[src/rtl/core/assert_macros.svh]
// ---------------------------------------------------------------------------
// Assertion macros
// Shared concurrent assertion forms for the viewport transform block.
// ---------------------------------------------------------------------------
`ifndef ASSERT_MACROS_SVH
`define ASSERT_MACROS_SVH

// Same-cycle implication, disabled while reset is asserted.
`define ASSERT_IMP(label, clk, rst_n, ante, cons) \
    label: assert property (@(posedge clk) disable iff (!rst_n) (ante) |-> (cons)) \
        else $error("assertion failed: same-cycle implication");

// Next-cycle implication, disabled while reset is asserted.
`define ASSERT_NXT(label, clk, rst_n, ante, cons) \
    label: assert property (@(posedge clk) disable iff (!rst_n) (ante) |=> (cons)) \
        else $error("assertion failed: next-cycle implication");

`endif

[src/rtl/core/tvt_pkg.sv]
// ---------------------------------------------------------------------------
// tvt_pkg
// Types, command codes and constants of the tile viewport transform.
// ---------------------------------------------------------------------------
package tvt_pkg;

    localparam int PAN_SHIFT = 4;   // a pan step is 16 pixels
    localparam int ZOOM_MIN  = 16;
    localparam int ZOOM_MAX  = 64;

    // Divider works on the magnitude of a 33-bit signed offset.
    localparam int DIV_WIDTH = 33;
    localparam int DIV_CNT_W = $clog2(DIV_WIDTH);

    localparam logic [2:0] CMD_PAN    = 3'd0;
    localparam logic [2:0] CMD_ZOOM   = 3'd1;
    localparam logic [2:0] CMD_RESIZE = 3'd2;
    localparam logic [2:0] CMD_JUMP   = 3'd3;
    localparam logic [2:0] CMD_MAP2SCR = 3'd4;
    localparam logic [2:0] CMD_SCR2MAP = 3'd5;

    typedef struct packed {
        logic [2:0]         command;
        logic signed [15:0] arg_x;
        logic signed [15:0] arg_y;
    } tvt_req_t;

    typedef struct packed {
        logic               ok;
        logic signed [31:0] result_x;
        logic signed [31:0] result_y;
        logic [6:0]         tile_size;
    } tvt_rsp_t;

    typedef struct packed {
        logic capture;
        logic div_start;
        logic mul_load;
        logic commit;
    } tvt_ctl_t;

    typedef struct packed {
        logic need_div;
        logic div_done;
    } tvt_sts_t;

endpackage

[src/rtl/core/tvt_div.sv]
// ---------------------------------------------------------------------------
// tvt_div
// Serial restoring divider: signed 33-bit dividend by a positive 7-bit
// divisor, one quotient bit per cycle, truncating toward zero.
// ---------------------------------------------------------------------------
module tvt_div
(
    input  logic                          clk,
    input  logic                          rst_n,
    input  logic                          start,
    input  logic [tvt_pkg::DIV_WIDTH-1:0] dividend,
    input  logic [6:0]                    divisor,
    output logic                          done,
    output logic [31:0]                   quotient
);

    logic                          busy_reg;
    logic                          done_reg;
    logic [tvt_pkg::DIV_CNT_W-1:0] cnt_reg;
    logic [tvt_pkg::DIV_WIDTH-1:0] quo_reg;
    logic [6:0]                    rem_reg;
    logic [6:0]                    dsr_reg;
    logic                          neg_reg;

    logic [tvt_pkg::DIV_WIDTH-1:0] magnitude;
    logic [7:0]                    partial;
    logic [8:0]                    diff;
    logic                          ge;
    logic [tvt_pkg::DIV_WIDTH-1:0] quo_signed;

    assign magnitude = dividend[tvt_pkg::DIV_WIDTH-1] ? (~dividend + 1'b1) : dividend;
    assign partial   = {rem_reg, quo_reg[tvt_pkg::DIV_WIDTH-1]};
    assign diff      = {1'b0, partial} - {2'b00, dsr_reg};
    assign ge        = !diff[8];

    always_ff @(posedge clk or negedge rst_n)
    begin
        if (!rst_n)
        begin
            busy_reg <= 1'b0;
            done_reg <= 1'b0;
            cnt_reg  <= '0;
        end
        else
        begin
            done_reg <= 1'b0;
            if (start)
            begin
                busy_reg <= 1'b1;
                cnt_reg  <= '0;
            end
            else if (busy_reg)
            begin
                cnt_reg <= cnt_reg + 1'b1;
                if (cnt_reg == tvt_pkg::DIV_CNT_W'(tvt_pkg::DIV_WIDTH - 1))
                begin
                    busy_reg <= 1'b0;
                    done_reg <= 1'b1;
                end
            end
        end
    end

    always_ff @(posedge clk)
    begin
        if (start)
        begin
            quo_reg <= magnitude;
            rem_reg <= '0;
            dsr_reg <= divisor;
            neg_reg <= dividend[tvt_pkg::DIV_WIDTH-1];
        end
        else if (busy_reg)
        begin
            // The remainder stays below the divisor, so seven bits hold it.
            rem_reg <= ge ? diff[6:0] : partial[6:0];
            quo_reg <= {quo_reg[tvt_pkg::DIV_WIDTH-2:0], ge};
        end
    end

    assign quo_signed = neg_reg ? (~quo_reg + 1'b1) : quo_reg;
    assign quotient   = quo_signed[31:0];
    assign done       = done_reg;

endmodule

[src/rtl/core/tvt_ctrl.sv]
// ---------------------------------------------------------------------------
// tvt_ctrl
// Sequencer of the viewport transform: capture, optional division,
// multiplication, commit and result strobe.
// ---------------------------------------------------------------------------
module tvt_ctrl
(
    input  logic              clk,
    input  logic              rst_n,
    input  logic              start,
    output logic              busy,
    output logic              done,
    output tvt_pkg::tvt_ctl_t ctl,
    input  tvt_pkg::tvt_sts_t sts
);

    typedef enum logic [2:0]
    {
        S_IDLE,
        S_PREP,
        S_DIV,
        S_MUL,
        S_COMMIT
    } state_t;

    state_t state_reg;
    state_t state_next;
    logic   done_reg;

    always_comb
    begin
        state_next = state_reg;
        case (state_reg)
            S_IDLE:   state_next = start ? S_PREP : S_IDLE;
            S_PREP:   state_next = sts.need_div ? S_DIV : S_MUL;
            S_DIV:    state_next = sts.div_done ? S_MUL : S_DIV;
            S_MUL:    state_next = S_COMMIT;
            S_COMMIT: state_next = S_IDLE;
            default:  state_next = S_IDLE;
        endcase
    end

    always_ff @(posedge clk or negedge rst_n)
    begin
        if (!rst_n)
        begin
            state_reg <= S_IDLE;
            done_reg  <= 1'b0;
        end
        else
        begin
            state_reg <= state_next;
            done_reg  <= (state_reg == S_COMMIT);
        end
    end

    assign busy          = (state_reg != S_IDLE);
    assign done          = done_reg;
    assign ctl.capture   = (state_reg == S_IDLE) && start;
    assign ctl.div_start = (state_reg == S_PREP) && sts.need_div;
    assign ctl.mul_load  = (state_reg == S_MUL);
    assign ctl.commit    = (state_reg == S_COMMIT);

endmodule

[src/rtl/core/tvt_dp.sv]
// ---------------------------------------------------------------------------
// tvt_dp
// Datapath of the viewport transform: viewport state, two divider lanes,
// two multiplier lanes and the result register.
// ---------------------------------------------------------------------------
module tvt_dp
(
    input  logic              clk,
    input  logic              rst_n,
    input  tvt_pkg::tvt_req_t request,
    input  tvt_pkg::tvt_ctl_t ctl,
    output tvt_pkg::tvt_sts_t sts,
    output tvt_pkg::tvt_rsp_t result
);

    tvt_pkg::tvt_req_t req_reg;
    tvt_pkg::tvt_rsp_t rsp_reg;
    tvt_pkg::tvt_rsp_t rsp_next;

    logic [31:0] anchor_x_reg;
    logic [31:0] anchor_y_reg;
    logic [15:0] half_w_reg;
    logic [15:0] half_h_reg;
    logic [6:0]  zoom_reg;
    logic [31:0] prod_x_reg;
    logic [31:0] prod_y_reg;

    logic [31:0] anchor_x_next;
    logic [31:0] anchor_y_next;
    logic [15:0] half_w_next;
    logic [15:0] half_h_next;
    logic [6:0]  zoom_next;

    logic                          is_zoom;
    logic signed [18:0]            zoom_sum;
    logic                          zoom_ok;
    logic [tvt_pkg::DIV_WIDTH-1:0] dividend_x;
    logic [tvt_pkg::DIV_WIDTH-1:0] dividend_y;
    logic                          done_x;
    logic                          done_y;
    logic [31:0]                   quo_x;
    logic [31:0]                   quo_y;
    logic signed [31:0]            mul_ax;
    logic signed [31:0]            mul_ay;
    logic signed [17:0]            mul_b;
    logic signed [49:0]            prod_x;
    logic signed [49:0]            prod_y;
    logic [15:0]                   hsum_x;
    logic [15:0]                   hsum_y;
    logic [15:0]                   hw;
    logic [15:0]                   hh;
    logic                          offset_ok;

    assign is_zoom  = (req_reg.command == tvt_pkg::CMD_ZOOM);
    assign zoom_sum = $signed({12'b0, zoom_reg}) + $signed({req_reg.arg_x, 2'b00});
    assign zoom_ok  = (zoom_sum >= 19'(tvt_pkg::ZOOM_MIN)) &&
                      (zoom_sum <= 19'(tvt_pkg::ZOOM_MAX));

    // Zoom divides the offset from anchor to screen centre; screen-to-map
    // divides the offset from anchor to the screen point.
    assign dividend_x = (is_zoom ? {{17{half_w_reg[15]}}, half_w_reg}
                                 : {{17{req_reg.arg_x[15]}}, req_reg.arg_x})
                        - {anchor_x_reg[31], anchor_x_reg};
    assign dividend_y = (is_zoom ? {{17{half_h_reg[15]}}, half_h_reg}
                                 : {{17{req_reg.arg_y[15]}}, req_reg.arg_y})
                        - {anchor_y_reg[31], anchor_y_reg};

    assign offset_ok    = !dividend_x[tvt_pkg::DIV_WIDTH-1] &&
                          !dividend_y[tvt_pkg::DIV_WIDTH-1];
    assign sts.need_div = (is_zoom && zoom_ok) ||
                          ((req_reg.command == tvt_pkg::CMD_SCR2MAP) && offset_ok);
    assign sts.div_done = done_x && done_y;

    tvt_div u_div_x
    (
        .clk      (clk),
        .rst_n    (rst_n),
        .start    (ctl.div_start),
        .dividend (dividend_x),
        .divisor  (zoom_reg),
        .done     (done_x),
        .quotient (quo_x)
    );

    tvt_div u_div_y
    (
        .clk      (clk),
        .rst_n    (rst_n),
        .start    (ctl.div_start),
        .dividend (dividend_y),
        .divisor  (zoom_reg),
        .done     (done_y),
        .quotient (quo_y)
    );

    // Zoom scales the quotient by the size change; jump and map-to-screen
    // scale the tile coordinate by the tile size. Only the low word is kept.
    assign mul_ax = is_zoom ? $signed(quo_x) : $signed({{16{req_reg.arg_x[15]}}, req_reg.arg_x});
    assign mul_ay = is_zoom ? $signed(quo_y) : $signed({{16{req_reg.arg_y[15]}}, req_reg.arg_y});
    assign mul_b  = is_zoom ? $signed({req_reg.arg_x, 2'b00}) : $signed({11'b0, zoom_reg});
    assign prod_x = mul_ax * mul_b;
    assign prod_y = mul_ay * mul_b;

    // The shift rounds down, so negative sizes are raised by one first; halving truncates toward zero.
    assign hsum_x = req_reg.arg_x + {15'b0, req_reg.arg_x[15]};
    assign hsum_y = req_reg.arg_y + {15'b0, req_reg.arg_y[15]};
    assign hw     = {hsum_x[15], hsum_x[15:1]};
    assign hh     = {hsum_y[15], hsum_y[15:1]};

    always_comb
    begin
        anchor_x_next = anchor_x_reg;
        anchor_y_next = anchor_y_reg;
        half_w_next   = half_w_reg;
        half_h_next   = half_h_reg;
        zoom_next     = zoom_reg;
        rsp_next.ok   = 1'b1;
        rsp_next.result_x = '0;
        rsp_next.result_y = '0;
        case (req_reg.command)
            tvt_pkg::CMD_PAN:
            begin
                anchor_x_next = anchor_x_reg +
                    {{12{req_reg.arg_x[15]}}, req_reg.arg_x, 4'b0000};
                anchor_y_next = anchor_y_reg +
                    {{12{req_reg.arg_y[15]}}, req_reg.arg_y, 4'b0000};
            end
            tvt_pkg::CMD_ZOOM:
            begin
                if (zoom_ok)
                begin
                    anchor_x_next = anchor_x_reg - prod_x_reg;
                    anchor_y_next = anchor_y_reg - prod_y_reg;
                    zoom_next     = zoom_sum[6:0];
                end
                else
                begin
                    rsp_next.ok = 1'b0;
                end
            end
            tvt_pkg::CMD_RESIZE:
            begin
                anchor_x_next = anchor_x_reg + {{16{hw[15]}}, hw}
                                - {{16{half_w_reg[15]}}, half_w_reg};
                anchor_y_next = anchor_y_reg + {{16{hh[15]}}, hh}
                                - {{16{half_h_reg[15]}}, half_h_reg};
                half_w_next   = hw;
                half_h_next   = hh;
            end
            tvt_pkg::CMD_JUMP:
            begin
                anchor_x_next = {{16{half_w_reg[15]}}, half_w_reg} - prod_x_reg;
                anchor_y_next = {{16{half_h_reg[15]}}, half_h_reg} - prod_y_reg;
            end
            tvt_pkg::CMD_MAP2SCR:
            begin
                rsp_next.result_x = anchor_x_reg + prod_x_reg;
                rsp_next.result_y = anchor_y_reg + prod_y_reg;
            end
            tvt_pkg::CMD_SCR2MAP:
            begin
                rsp_next.ok = offset_ok;
                if (offset_ok)
                begin
                    rsp_next.result_x = quo_x;
                    rsp_next.result_y = quo_y;
                end
            end
            default:
            begin
                rsp_next.ok = 1'b0;
            end
        endcase
        if ((req_reg.command != tvt_pkg::CMD_MAP2SCR) &&
            (req_reg.command != tvt_pkg::CMD_SCR2MAP))
        begin
            rsp_next.result_x = anchor_x_next;
            rsp_next.result_y = anchor_y_next;
        end
        rsp_next.tile_size = zoom_next;
    end

    always_ff @(posedge clk or negedge rst_n)
    begin
        if (!rst_n)
        begin
            anchor_x_reg <= '0;
            anchor_y_reg <= '0;
            half_w_reg   <= '0;
            half_h_reg   <= '0;
            zoom_reg     <= 7'(tvt_pkg::ZOOM_MAX);
        end
        else if (ctl.commit)
        begin
            anchor_x_reg <= anchor_x_next;
            anchor_y_reg <= anchor_y_next;
            half_w_reg   <= half_w_next;
            half_h_reg   <= half_h_next;
            zoom_reg     <= zoom_next;
        end
    end

    always_ff @(posedge clk)
    begin
        if (ctl.capture)
        begin
            req_reg <= request;
        end
        if (ctl.mul_load)
        begin
            prod_x_reg <= prod_x[31:0];
            prod_y_reg <= prod_y[31:0];
        end
        if (ctl.commit)
        begin
            rsp_reg <= rsp_next;
        end
    end

    assign result = rsp_reg;

endmodule

[src/rtl/core/tile_viewport_transform.sv]
// ---------------------------------------------------------------------------
// tile_viewport_transform
// Tile-map viewport: pan, zoom, resize, jump and coordinate conversions.
// ---------------------------------------------------------------------------
//  Channel   Handshake       Payload
//  request   start / busy    tvt_req_t: command, arg_x, arg_y
//  result    done (strobe)   tvt_rsp_t: ok, result_x, result_y, tile_size
//
// A request is taken when start is high and busy is low; busy falls with the
// result strobe. A zoom within bounds or a screen-to-map with no negative
// offset runs a 33-step serial divider; every other request skips it. Reset
// sets the tile size to 64 and anchor and half sizes to 0, not the request or
// result registers. Done is high for one cycle and cannot be stalled.
// ---------------------------------------------------------------------------
`include "assert_macros.svh"

module tile_viewport_transform
(
    input  logic              clk,
    input  logic              rst_n,
    input  logic              start,
    output logic              busy,
    input  tvt_pkg::tvt_req_t request,
    output logic              done,
    output tvt_pkg::tvt_rsp_t result
);

    tvt_pkg::tvt_ctl_t ctl;
    tvt_pkg::tvt_sts_t sts;
    logic              tile_ok;

    tvt_ctrl u_ctrl
    (
        .clk   (clk),
        .rst_n (rst_n),
        .start (start),
        .busy  (busy),
        .done  (done),
        .ctl   (ctl),
        .sts   (sts)
    );

    tvt_dp u_dp
    (
        .clk     (clk),
        .rst_n   (rst_n),
        .request (request),
        .ctl     (ctl),
        .sts     (sts),
        .result  (result)
    );

    assign tile_ok = (result.tile_size >= 7'(tvt_pkg::ZOOM_MIN)) &&
                     (result.tile_size <= 7'(tvt_pkg::ZOOM_MAX)) &&
                     (result.tile_size[1:0] == 2'b00);

    `ASSERT_IMP(a_done_idle, clk, rst_n, done, !busy)
    `ASSERT_NXT(a_start_busy, clk, rst_n, start && !busy, busy)
    `ASSERT_NXT(a_commit_done, clk, rst_n, ctl.commit, done)
    `ASSERT_IMP(a_tile_range, clk, rst_n, done, tile_ok)

endmodule
[config.mk]
export PLATFORM = sky130hd
export DESIGN_NAME = tile_viewport_transform
export DESIGN_NICKNAME = d
export VERILOG_FILES = /design/src/rtl/core/tvt_pkg.sv /design/src/rtl/core/tvt_div.sv /design/src/rtl/core/tvt_ctrl.sv /design/src/rtl/core/tvt_dp.sv /design/src/rtl/core/tile_viewport_transform.sv
export VERILOG_INCLUDE_DIRS = /design/src /design/src/rtl/core
export SDC_FILE = /design/constraint.sdc
export NUM_CORES = 2
export LEC_CHECK = 0
export ABC_AREA = 1
export BUFFER_PORTS_ARGS = -buffer_cell sky130_fd_sc_hd__buf_4
export CAP_MARGIN = 10
export CORE_MARGIN = 3
export CORE_UTILIZATION = 60
export CTS_CLUSTER_DIAMETER = 30
export CTS_CLUSTER_SIZE = 40
export DETAILED_ROUTE_END_ITERATION = 16
export GPL_ROUTABILITY_DRIVEN = 0
export MAX_ROUTING_LAYER = met4
export PLACE_DENSITY = 0.89
export SKIP_LAST_GASP = 1
export SYNTH_ARGS = -nofsm -noshare
export SYNTH_HDL_FRONTEND = slang
export SYNTH_HIERARCHICAL = 1
export SYNTH_SLANG_ARGS = --single-unit
export TNS_END_PERCENT = 100
[constraint.sdc]
create_clock -name clk -period 6.4 [get_ports clk]
set_input_delay 1.28 -clock clk [delete_from_list [all_inputs] [get_ports clk]]
set_output_delay 1.28 -clock clk [all_outputs]
set_load 0.02 [all_outputs]
==> results of run 1 <==
cells by family after synthesis:
family | Yosys count
buf+inv | 2151
compound gates | 1520
other cells | 1
fa+ha+maj | 1232
xor+xnor | 315
simple gates | 4684
flops | 380
per-stage QoR:
stage	utilization, %	TNS [ps]	hold WS (ps)	worst slack [ps]
after floorplan	-	-12.06	443.0	-12.06
after global placement	66.84	-4703	455.1	-367.2
after detailed placement	66.84	-12420	473.1	-618.4
after CTS	71.84	-3876	480.6	-277.7
per-layer routing:
metal	track usage (%)	GRT overflow
met5	-	-
met4	64.78	138
met2	87.64	220
met1	75.92	109
met3	69.19	78
what timing repair did:
action                                  CTS
hold endpoints to repair                  0
pin swaps                               204
gates cloned                              1
endpoints found under the setup margin   37
setup buffers                            83
resized for setup                       420
==> impl_table.tex, run 1 <==
\begin{tabular}{lr}
\hline
Metric & Value \\
\hline
\multicolumn{2}{l}{\textbf{Run status}} \\
\quad Result of the run & stopped before the end \\
\quad Last stage the flow got to & 5\_1\_grt \\
\quad Tool Error & [ERROR GRT-0232] Routing congestion too high. Check the congestion heatmap in the GUI. \\
\multicolumn{2}{l}{\textbf{Synthesis}} \\
\quad Multiplexer fraction of the synthesized cell area & 0\% \\
\quad Most instantiated cells after synthesis & sky130\_fd\_sc\_hd\_\_nand2\_1, sky130\_fd\_sc\_hd\_\_inv\_1, sky130\_fd\_sc\_hd\_\_nor2\_1 \\
\quad Share of the synthesized area in the top cell type & 17.81\% \\
\quad Leading area contributor after synthesis & sky130\_fd\_sc\_hd\_\_fa\_1 \\
\quad Synth warnings & 6 \\
\quad Post-synth design cell area & 0.06980 mm\^{}2 \\
\quad Synthesized-area fraction occupied by xor and xnor cells & 3.963\% \\
\quad Dominant cell by count in the synthesized netlist & sky130\_fd\_sc\_hd\_\_nand2\_1 \\
\quad Simple-gate portion of the synthesized area & 28.29\% \\
\quad Leading cell types by total area after synthesis & sky130\_fd\_sc\_hd\_\_fa\_1, sky130\_fd\_sc\_hd\_\_nand2\_1, sky130\_fd\_sc\_hd\_\_ha\_1 \\
\quad Post-synthesis adder-cell area fraction & 28.76\% \\
\quad Flop and latch count out of synthesis & 380 \\
\quad Compound-gate portion of the synthesized area & 11.93\% \\
\quad Average footprint of a synthesized cell & 6.788 um\^{}2 \\
\quad Main synth FF type & sky130\_fd\_sc\_hd\_\_edfxtp\_1 \\
\quad Part of the Yosys area used for sequential elements & 15.29\% \\
\quad Main combinational cell family by area after synthesis & adder cells \\
\quad Number of unique standard cell types used by synthesis & 66 \\
\quad Number of synthesized flops with an enable pin & 247 \\
\quad Synthesized instance count & 10.28k \\
\quad Async set or reset register ratio after synthesis & 31.32\% \\
\multicolumn{2}{l}{\textbf{Placed design}} \\
\quad Instance area at placement & 0.07685 mm\^{}2 \\
\quad Number of instances in the placed design & 12.26k \\
\quad Post-detail-place hpwl & 217800 um \\
\quad IO buf count & 109 \\
\multicolumn{2}{l}{\textbf{CTS}} \\
\quad Inserted Clock Buffers & 102 \\
\quad Quantity of hold-fixing buffers added after cts & 0 \\
\quad Bufs on Longest Clock Path & 3 \\
\quad CTS Root Buffer Type & sky130\_fd\_sc\_hd\_\_clkbuf\_16 \\
\quad Clock sink total & 380 \\
\quad Number of H-tree levels & 3 \\
\multicolumn{2}{l}{\textbf{Floorplanning}} \\
\quad Number of cell rows & 124 \\
\quad Die W & 347.1 um \\
\quad Top-level I/O count & 112 \\
\quad Die Y-Extent & 347.1 um \\
\quad Effective utilization at floorplan & 60.72\% \\
\multicolumn{2}{l}{\textbf{Global routing}} \\
\quad Aggregate global routing overflow & 545 \\
\quad Total global routing track utilization & 76.33\% \\
\quad Maximum number of pins on one net before global-route repair & 156 \\
\multicolumn{2}{l}{\textbf{STA}} \\
\quad Final worst endpoint reported by repair\_timing after global routing & u\_dp/prod\_y\_reg[28]\$\_DFFE\_PP\_/D \\
\quad Type of the worst endpoint after the last repair & register data pin \\
\hline
\end{tabular}
==> inputs of run 2 (changes only) <==
CORE_UTILIZATION = 40   (was 60)
CTS_CLUSTER_DIAMETER = not set   (was 30)
CTS_CLUSTER_SIZE = not set   (was 40)
MAX_ROUTING_LAYER = not set   (was met4)
PLACE_DENSITY = not set   (was 0.89)
PLACE_DENSITY_LB_ADDON = 0.15   (was not set)
clock period = 8.3 ns   (was 6.4 ns; I/O delays follow)
==> run 2 against run 1 <==
  * The flow now finishes without violations
  * Synthesized cell count unchanged
  * Area after synthesis is the same
==> impl_table.tex, run 2 <==
\begin{tabular}{lr}
\hline
Metric & Value \\
\hline
\multicolumn{2}{l}{\textbf{Synthesis}} \\
\quad Post-synthesis adder-cell area fraction & 28.76\% (unchanged) \\
\quad Leading area contributor after synthesis & sky130\_fd\_sc\_hd\_\_fa\_1 \\
\quad Async set or reset register ratio after synthesis & 31.32\% (unchanged) \\
\quad Main combinational cell family by area after synthesis & adder cells \\
\quad Number of unique standard cell types used by synthesis & 66 (unchanged) \\
\quad Synthesized-area fraction occupied by xor and xnor cells & 3.963\% (unchanged) \\
\quad Dominant cell by count in the synthesized netlist & sky130\_fd\_sc\_hd\_\_nand2\_1 \\
\quad Synth warnings & 6 (unchanged) \\
\quad Multiplexer fraction of the synthesized cell area & 0\% (unchanged) \\
\quad Main synth FF type & sky130\_fd\_sc\_hd\_\_edfxtp\_1 \\
\quad Leading cell types by total area after synthesis & sky130\_fd\_sc\_hd\_\_fa\_1, sky130\_fd\_sc\_hd\_\_nand2\_1, sky130\_fd\_sc\_hd\_\_ha\_1 \\
\quad Flop and latch count out of synthesis & 380 (unchanged) \\
\quad Part of the Yosys area used for sequential elements & 15.29\% (unchanged) \\
\quad Synthesized instance count & 10.28k (unchanged) \\
\quad Simple-gate portion of the synthesized area & 28.29\% (unchanged) \\
\quad Share of the synthesized area in the top cell type & 17.81\% (unchanged) \\
\quad Post-synth design cell area & 0.06980 mm\^{}2 (unchanged) \\
\quad Most instantiated cells after synthesis & sky130\_fd\_sc\_hd\_\_nand2\_1, sky130\_fd\_sc\_hd\_\_inv\_1, sky130\_fd\_sc\_hd\_\_nor2\_1 \\
\quad Compound-gate portion of the synthesized area & 11.93\% (unchanged) \\
\quad Number of synthesized flops with an enable pin & 247 (unchanged) \\
\quad Average footprint of a synthesized cell & 6.788 um\^{}2 (unchanged) \\
\multicolumn{2}{l}{\textbf{Detailed routing}} \\
\quad Vias & 72.38k \\
\quad Via density per instance & 5.688 \\
\quad Final wirelength & 306500 um \\
\quad Drt first pass iters & 7 \\
\quad Violation count after the first detailed-routing iteration & 9800 \\
\quad Number of nets still failing antenna checks after routing & 0 \\
\quad Post-detailed-route wirelength per cell & 24.08 um \\
\quad Detailed-route DRC error count & 0 \\
\multicolumn{2}{l}{\textbf{CTS}} \\
\quad Clock sink total & 380 (unchanged) \\
\quad Clock tree from TritonCTS & built \\
\quad Inserted Clock Buffers & 50 (-51\%) \\
\quad Worst-skew pair later-pin latency & 700 ps \\
\quad Number of H-tree levels & 2 (-1) \\
\quad Clock-pin slew on the worst setup and hold paths & 60 ps \\
\quad Bufs on Longest Clock Path & 3 (unchanged) \\
\quad Quantity of hold-fixing buffers added after cts & 0 (unchanged) \\
\quad CTS Root Buffer Type & sky130\_fd\_sc\_hd\_\_clkbuf\_16 \\
\multicolumn{2}{l}{\textbf{Run}} \\
\quad Max-capacitance violation count & 0 \\
\multicolumn{2}{l}{\textbf{Final layout}} \\
\quad Fraction of layout cells with a size suffix above 1 & 5.496\% \\
\quad Layout Cell Area excl Fill & 0.07577 mm\^{}2 \\
\quad Top library cells by usage in the layout, fill and taps aside & sky130\_fd\_sc\_hd\_\_nand2\_1, sky130\_fd\_sc\_hd\_\_inv\_1, sky130\_fd\_sc\_hd\_\_nor2\_1 \\
\quad Final \#Nets & 11.64k \\
\quad Number of fillers in the final layout & 18.12k \\
\quad Flip-flop count of the largest register after layout & 70 \\
\quad Post-Route Utilization & 43.93\% \\
\quad P\&R area growth vs syn & 8.548\% \\
\quad Leading cell type in the layout, fill and taps excluded & sky130\_fd\_sc\_hd\_\_nand2\_1 \\
\multicolumn{2}{l}{\textbf{Global routing}} \\
\quad Total global routing track utilization & 33.21\% \\
\quad Maximum number of pins on one net before global-route repair & 156 \\
\quad Vias in the first global route & 67.36k \\
\quad Initial antenna violation count & 14 \\
\quad Global-route wire length before repair & 445300 um \\
\quad Aggregate global routing overflow & 0 \\
\multicolumn{2}{l}{\textbf{STA}} \\
\quad Sum of negative setup slack & 0 ps \\
\quad Hold Fails Final Rpt & 0 \\
\quad Max frequency & 123.8 MHz \\
\quad Relative slew margins & 11.55\% \\
\quad Part of the cycle the worst path needs & 97.33\% \\
\quad Max Slew Vio Count & 0 \\
\quad Total setup violations reported at the end of the flow & 0 \\
\quad Time the final worst path needs with I/O delays and setup & 8078 ps \\
\quad Unrepaired setup endpoints after global routing & true \\
\quad Tightest Pin Transition & 1313 ps \\
\quad Worst clock skew & 49.48 ps \\
\multicolumn{2}{l}{\textbf{Critical path}} \\
\quad Endpoint required time on the critical path & 8670 ps \\
\quad Worst reg2reg path endpoint & u\_dp/prod\_y\_reg[30] \\
\quad Largest fanout on the critical path & 27 \\
\quad Crit path arrival time & 8450 ps \\
\quad CP startpoint kind & register \\
\quad Reg-to-reg setup timing slack & 220 ps \\
\quad Start-to-end type of the worst setup path & register to register \\
\quad Length in cells of the worst reg-to-reg path & 25 \\
\quad Worst flop-to-flop path startpoint & u\_dp/u\_div\_y/neg\_reg \\
\quad CP endpoint kind & register \\
\multicolumn{2}{l}{\textbf{Hold path}} \\
\quad Cell count of the worst hold path & 2 \\
\quad Hold path start & u\_dp/u\_div\_x/rem\_reg[6] \\
\quad Endpoint of the worst hold-timing path & u\_dp/u\_div\_x/rem\_reg[6] \\
\quad Min-delay worst type & register to register \\
\multicolumn{2}{l}{\textbf{Floorplanning}} \\
\quad Effective utilization at floorplan & 40.47\% (-20 points) \\
\quad Top-level I/O count & 112 (unchanged) \\
\quad Die W & 423.7 um (+22\%) \\
\quad Die footprint & 0.1796 mm\^{}2 \\
\quad Area of the placeable core & 0.1725 mm\^{}2 \\
\quad Number of cell rows & 152 (+23\%) \\
\quad Die Y-Extent & 423.7 um (+22\%) \\
\multicolumn{2}{l}{\textbf{Placed design}} \\
\quad Post-detail-place hpwl & 252700 um (+16\%) \\
\quad IO buf count & 109 (unchanged) \\
\quad Instance area at placement & 0.07397 mm\^{}2 (-3.7\%) \\
\multicolumn{2}{l}{\textbf{Run status}} \\
\quad Result of the run & finished, final reports clean \\
\hline
\end{tabular}
[run 2: cell type report]
class	count	area, um^2	area share (%)
multi-input combinational	7757	51070	67.40
sequential	380	10680	14.09
inverter	1882	7064	9.323
tap	2310	2890	3.814
timing repair buffer	295	2318	3.060
clock buffer	65	1360	1.795
clock inverter	29	372.9	0.4921
antenna	8	20.02	0.02642
[run 2: what timing repair did]
action                                  in CTS  in global routing
resized for setup                            0                 14
setup buffers                                0                  1
endpoints found under the setup margin       0                 14
[run 2: critical path, cell delays in order (launching register included)]
cell and delay (ps):
sky130_fd_sc_hd__edfxtp_1 630, sky130_fd_sc_hd__buf_4 380, sky130_fd_sc_hd__o21ai_0 150, sky130_fd_sc_hd__nand2_1 110
sky130_fd_sc_hd__xor2_1 440, sky130_fd_sc_hd__o21ai_0 180, sky130_fd_sc_hd__buf_4 180, sky130_fd_sc_hd__inv_1 300
sky130_fd_sc_hd__nand2_1 130, sky130_fd_sc_hd__fa_1 530, sky130_fd_sc_hd__inv_1 50, sky130_fd_sc_hd__fa_1 480
sky130_fd_sc_hd__inv_1 60, sky130_fd_sc_hd__fa_1 520, sky130_fd_sc_hd__inv_1 70, sky130_fd_sc_hd__fa_1 440
sky130_fd_sc_hd__fa_1 520, sky130_fd_sc_hd__inv_1 50, sky130_fd_sc_hd__fa_1 480, sky130_fd_sc_hd__inv_1 50
sky130_fd_sc_hd__ha_1 350, sky130_fd_sc_hd__a21oi_1 230, sky130_fd_sc_hd__o21ai_0 220, sky130_fd_sc_hd__a221oi_2 540
sky130_fd_sc_hd__o211ai_1 440, sky130_fd_sc_hd__xor2_1 260
[run 2: per-stage QoR]
stage | setup slack [ps] | hold slack, ps | cells
6_report | 221.6 | 473.4 | 12730
5_1_grt | -126.2 | 498.2 | 12720
4_1_cts | 19.10 | 472.1 | 12720
3_5_place_dp | 60.90 | 464.4 | 12620
3_3_place_gp | 31.10 | 460.2 | 12620
2_1_floorplan | 1387 | 442.9 | 10290
[run 2: worst max-delay path by stage]
stage | from | to | cells past startpoint | slack [ps]
after floorplan | u_ctrl/state_reg[1] | u_dp/half_w_reg[14] | 6 | 1390
after global placement | u_dp/u_div_y/neg_reg | u_dp/prod_y_reg[30] | 24 | 30
after detailed placement | u_dp/u_div_y/quo_reg[0] | u_dp/prod_y_reg[30] | 30 | 60
after CTS | u_dp/u_div_y/quo_reg[0] | u_dp/prod_y_reg[30] | 30 | 20
after global routing | u_dp/u_div_y/quo_reg[0] | u_dp/prod_y_reg[30] | 30 | -130
final | u_dp/u_div_y/neg_reg | u_dp/prod_y_reg[30] | 25 | 220
[run 2: metal layers]
layer	wire (um)	global-route usage [%]	part of all wire, %	vias to the layer above
met5	243	0	0.079	-
li1	-	-	-	32870
met3	48260	13.86	16	545
met2	115800	44.27	38	4303
met1	131100	48.05	43	34660
met4	11020	9.979	3.6	10
[run 2: cells by family after synthesis]
logic type,count (synthesis)
adders and majority gates,1232
AOI/OAI and AO/OA,1520
other,1
and+or+nand+nor,4684
xor gates and xnor gates,315
DFF,380
buffers and inverters,2151
Power of run 2 is left out: the tool's default activity adds up to more than one toggle a clock period on the data nets, which glitch-free logic cannot reach.
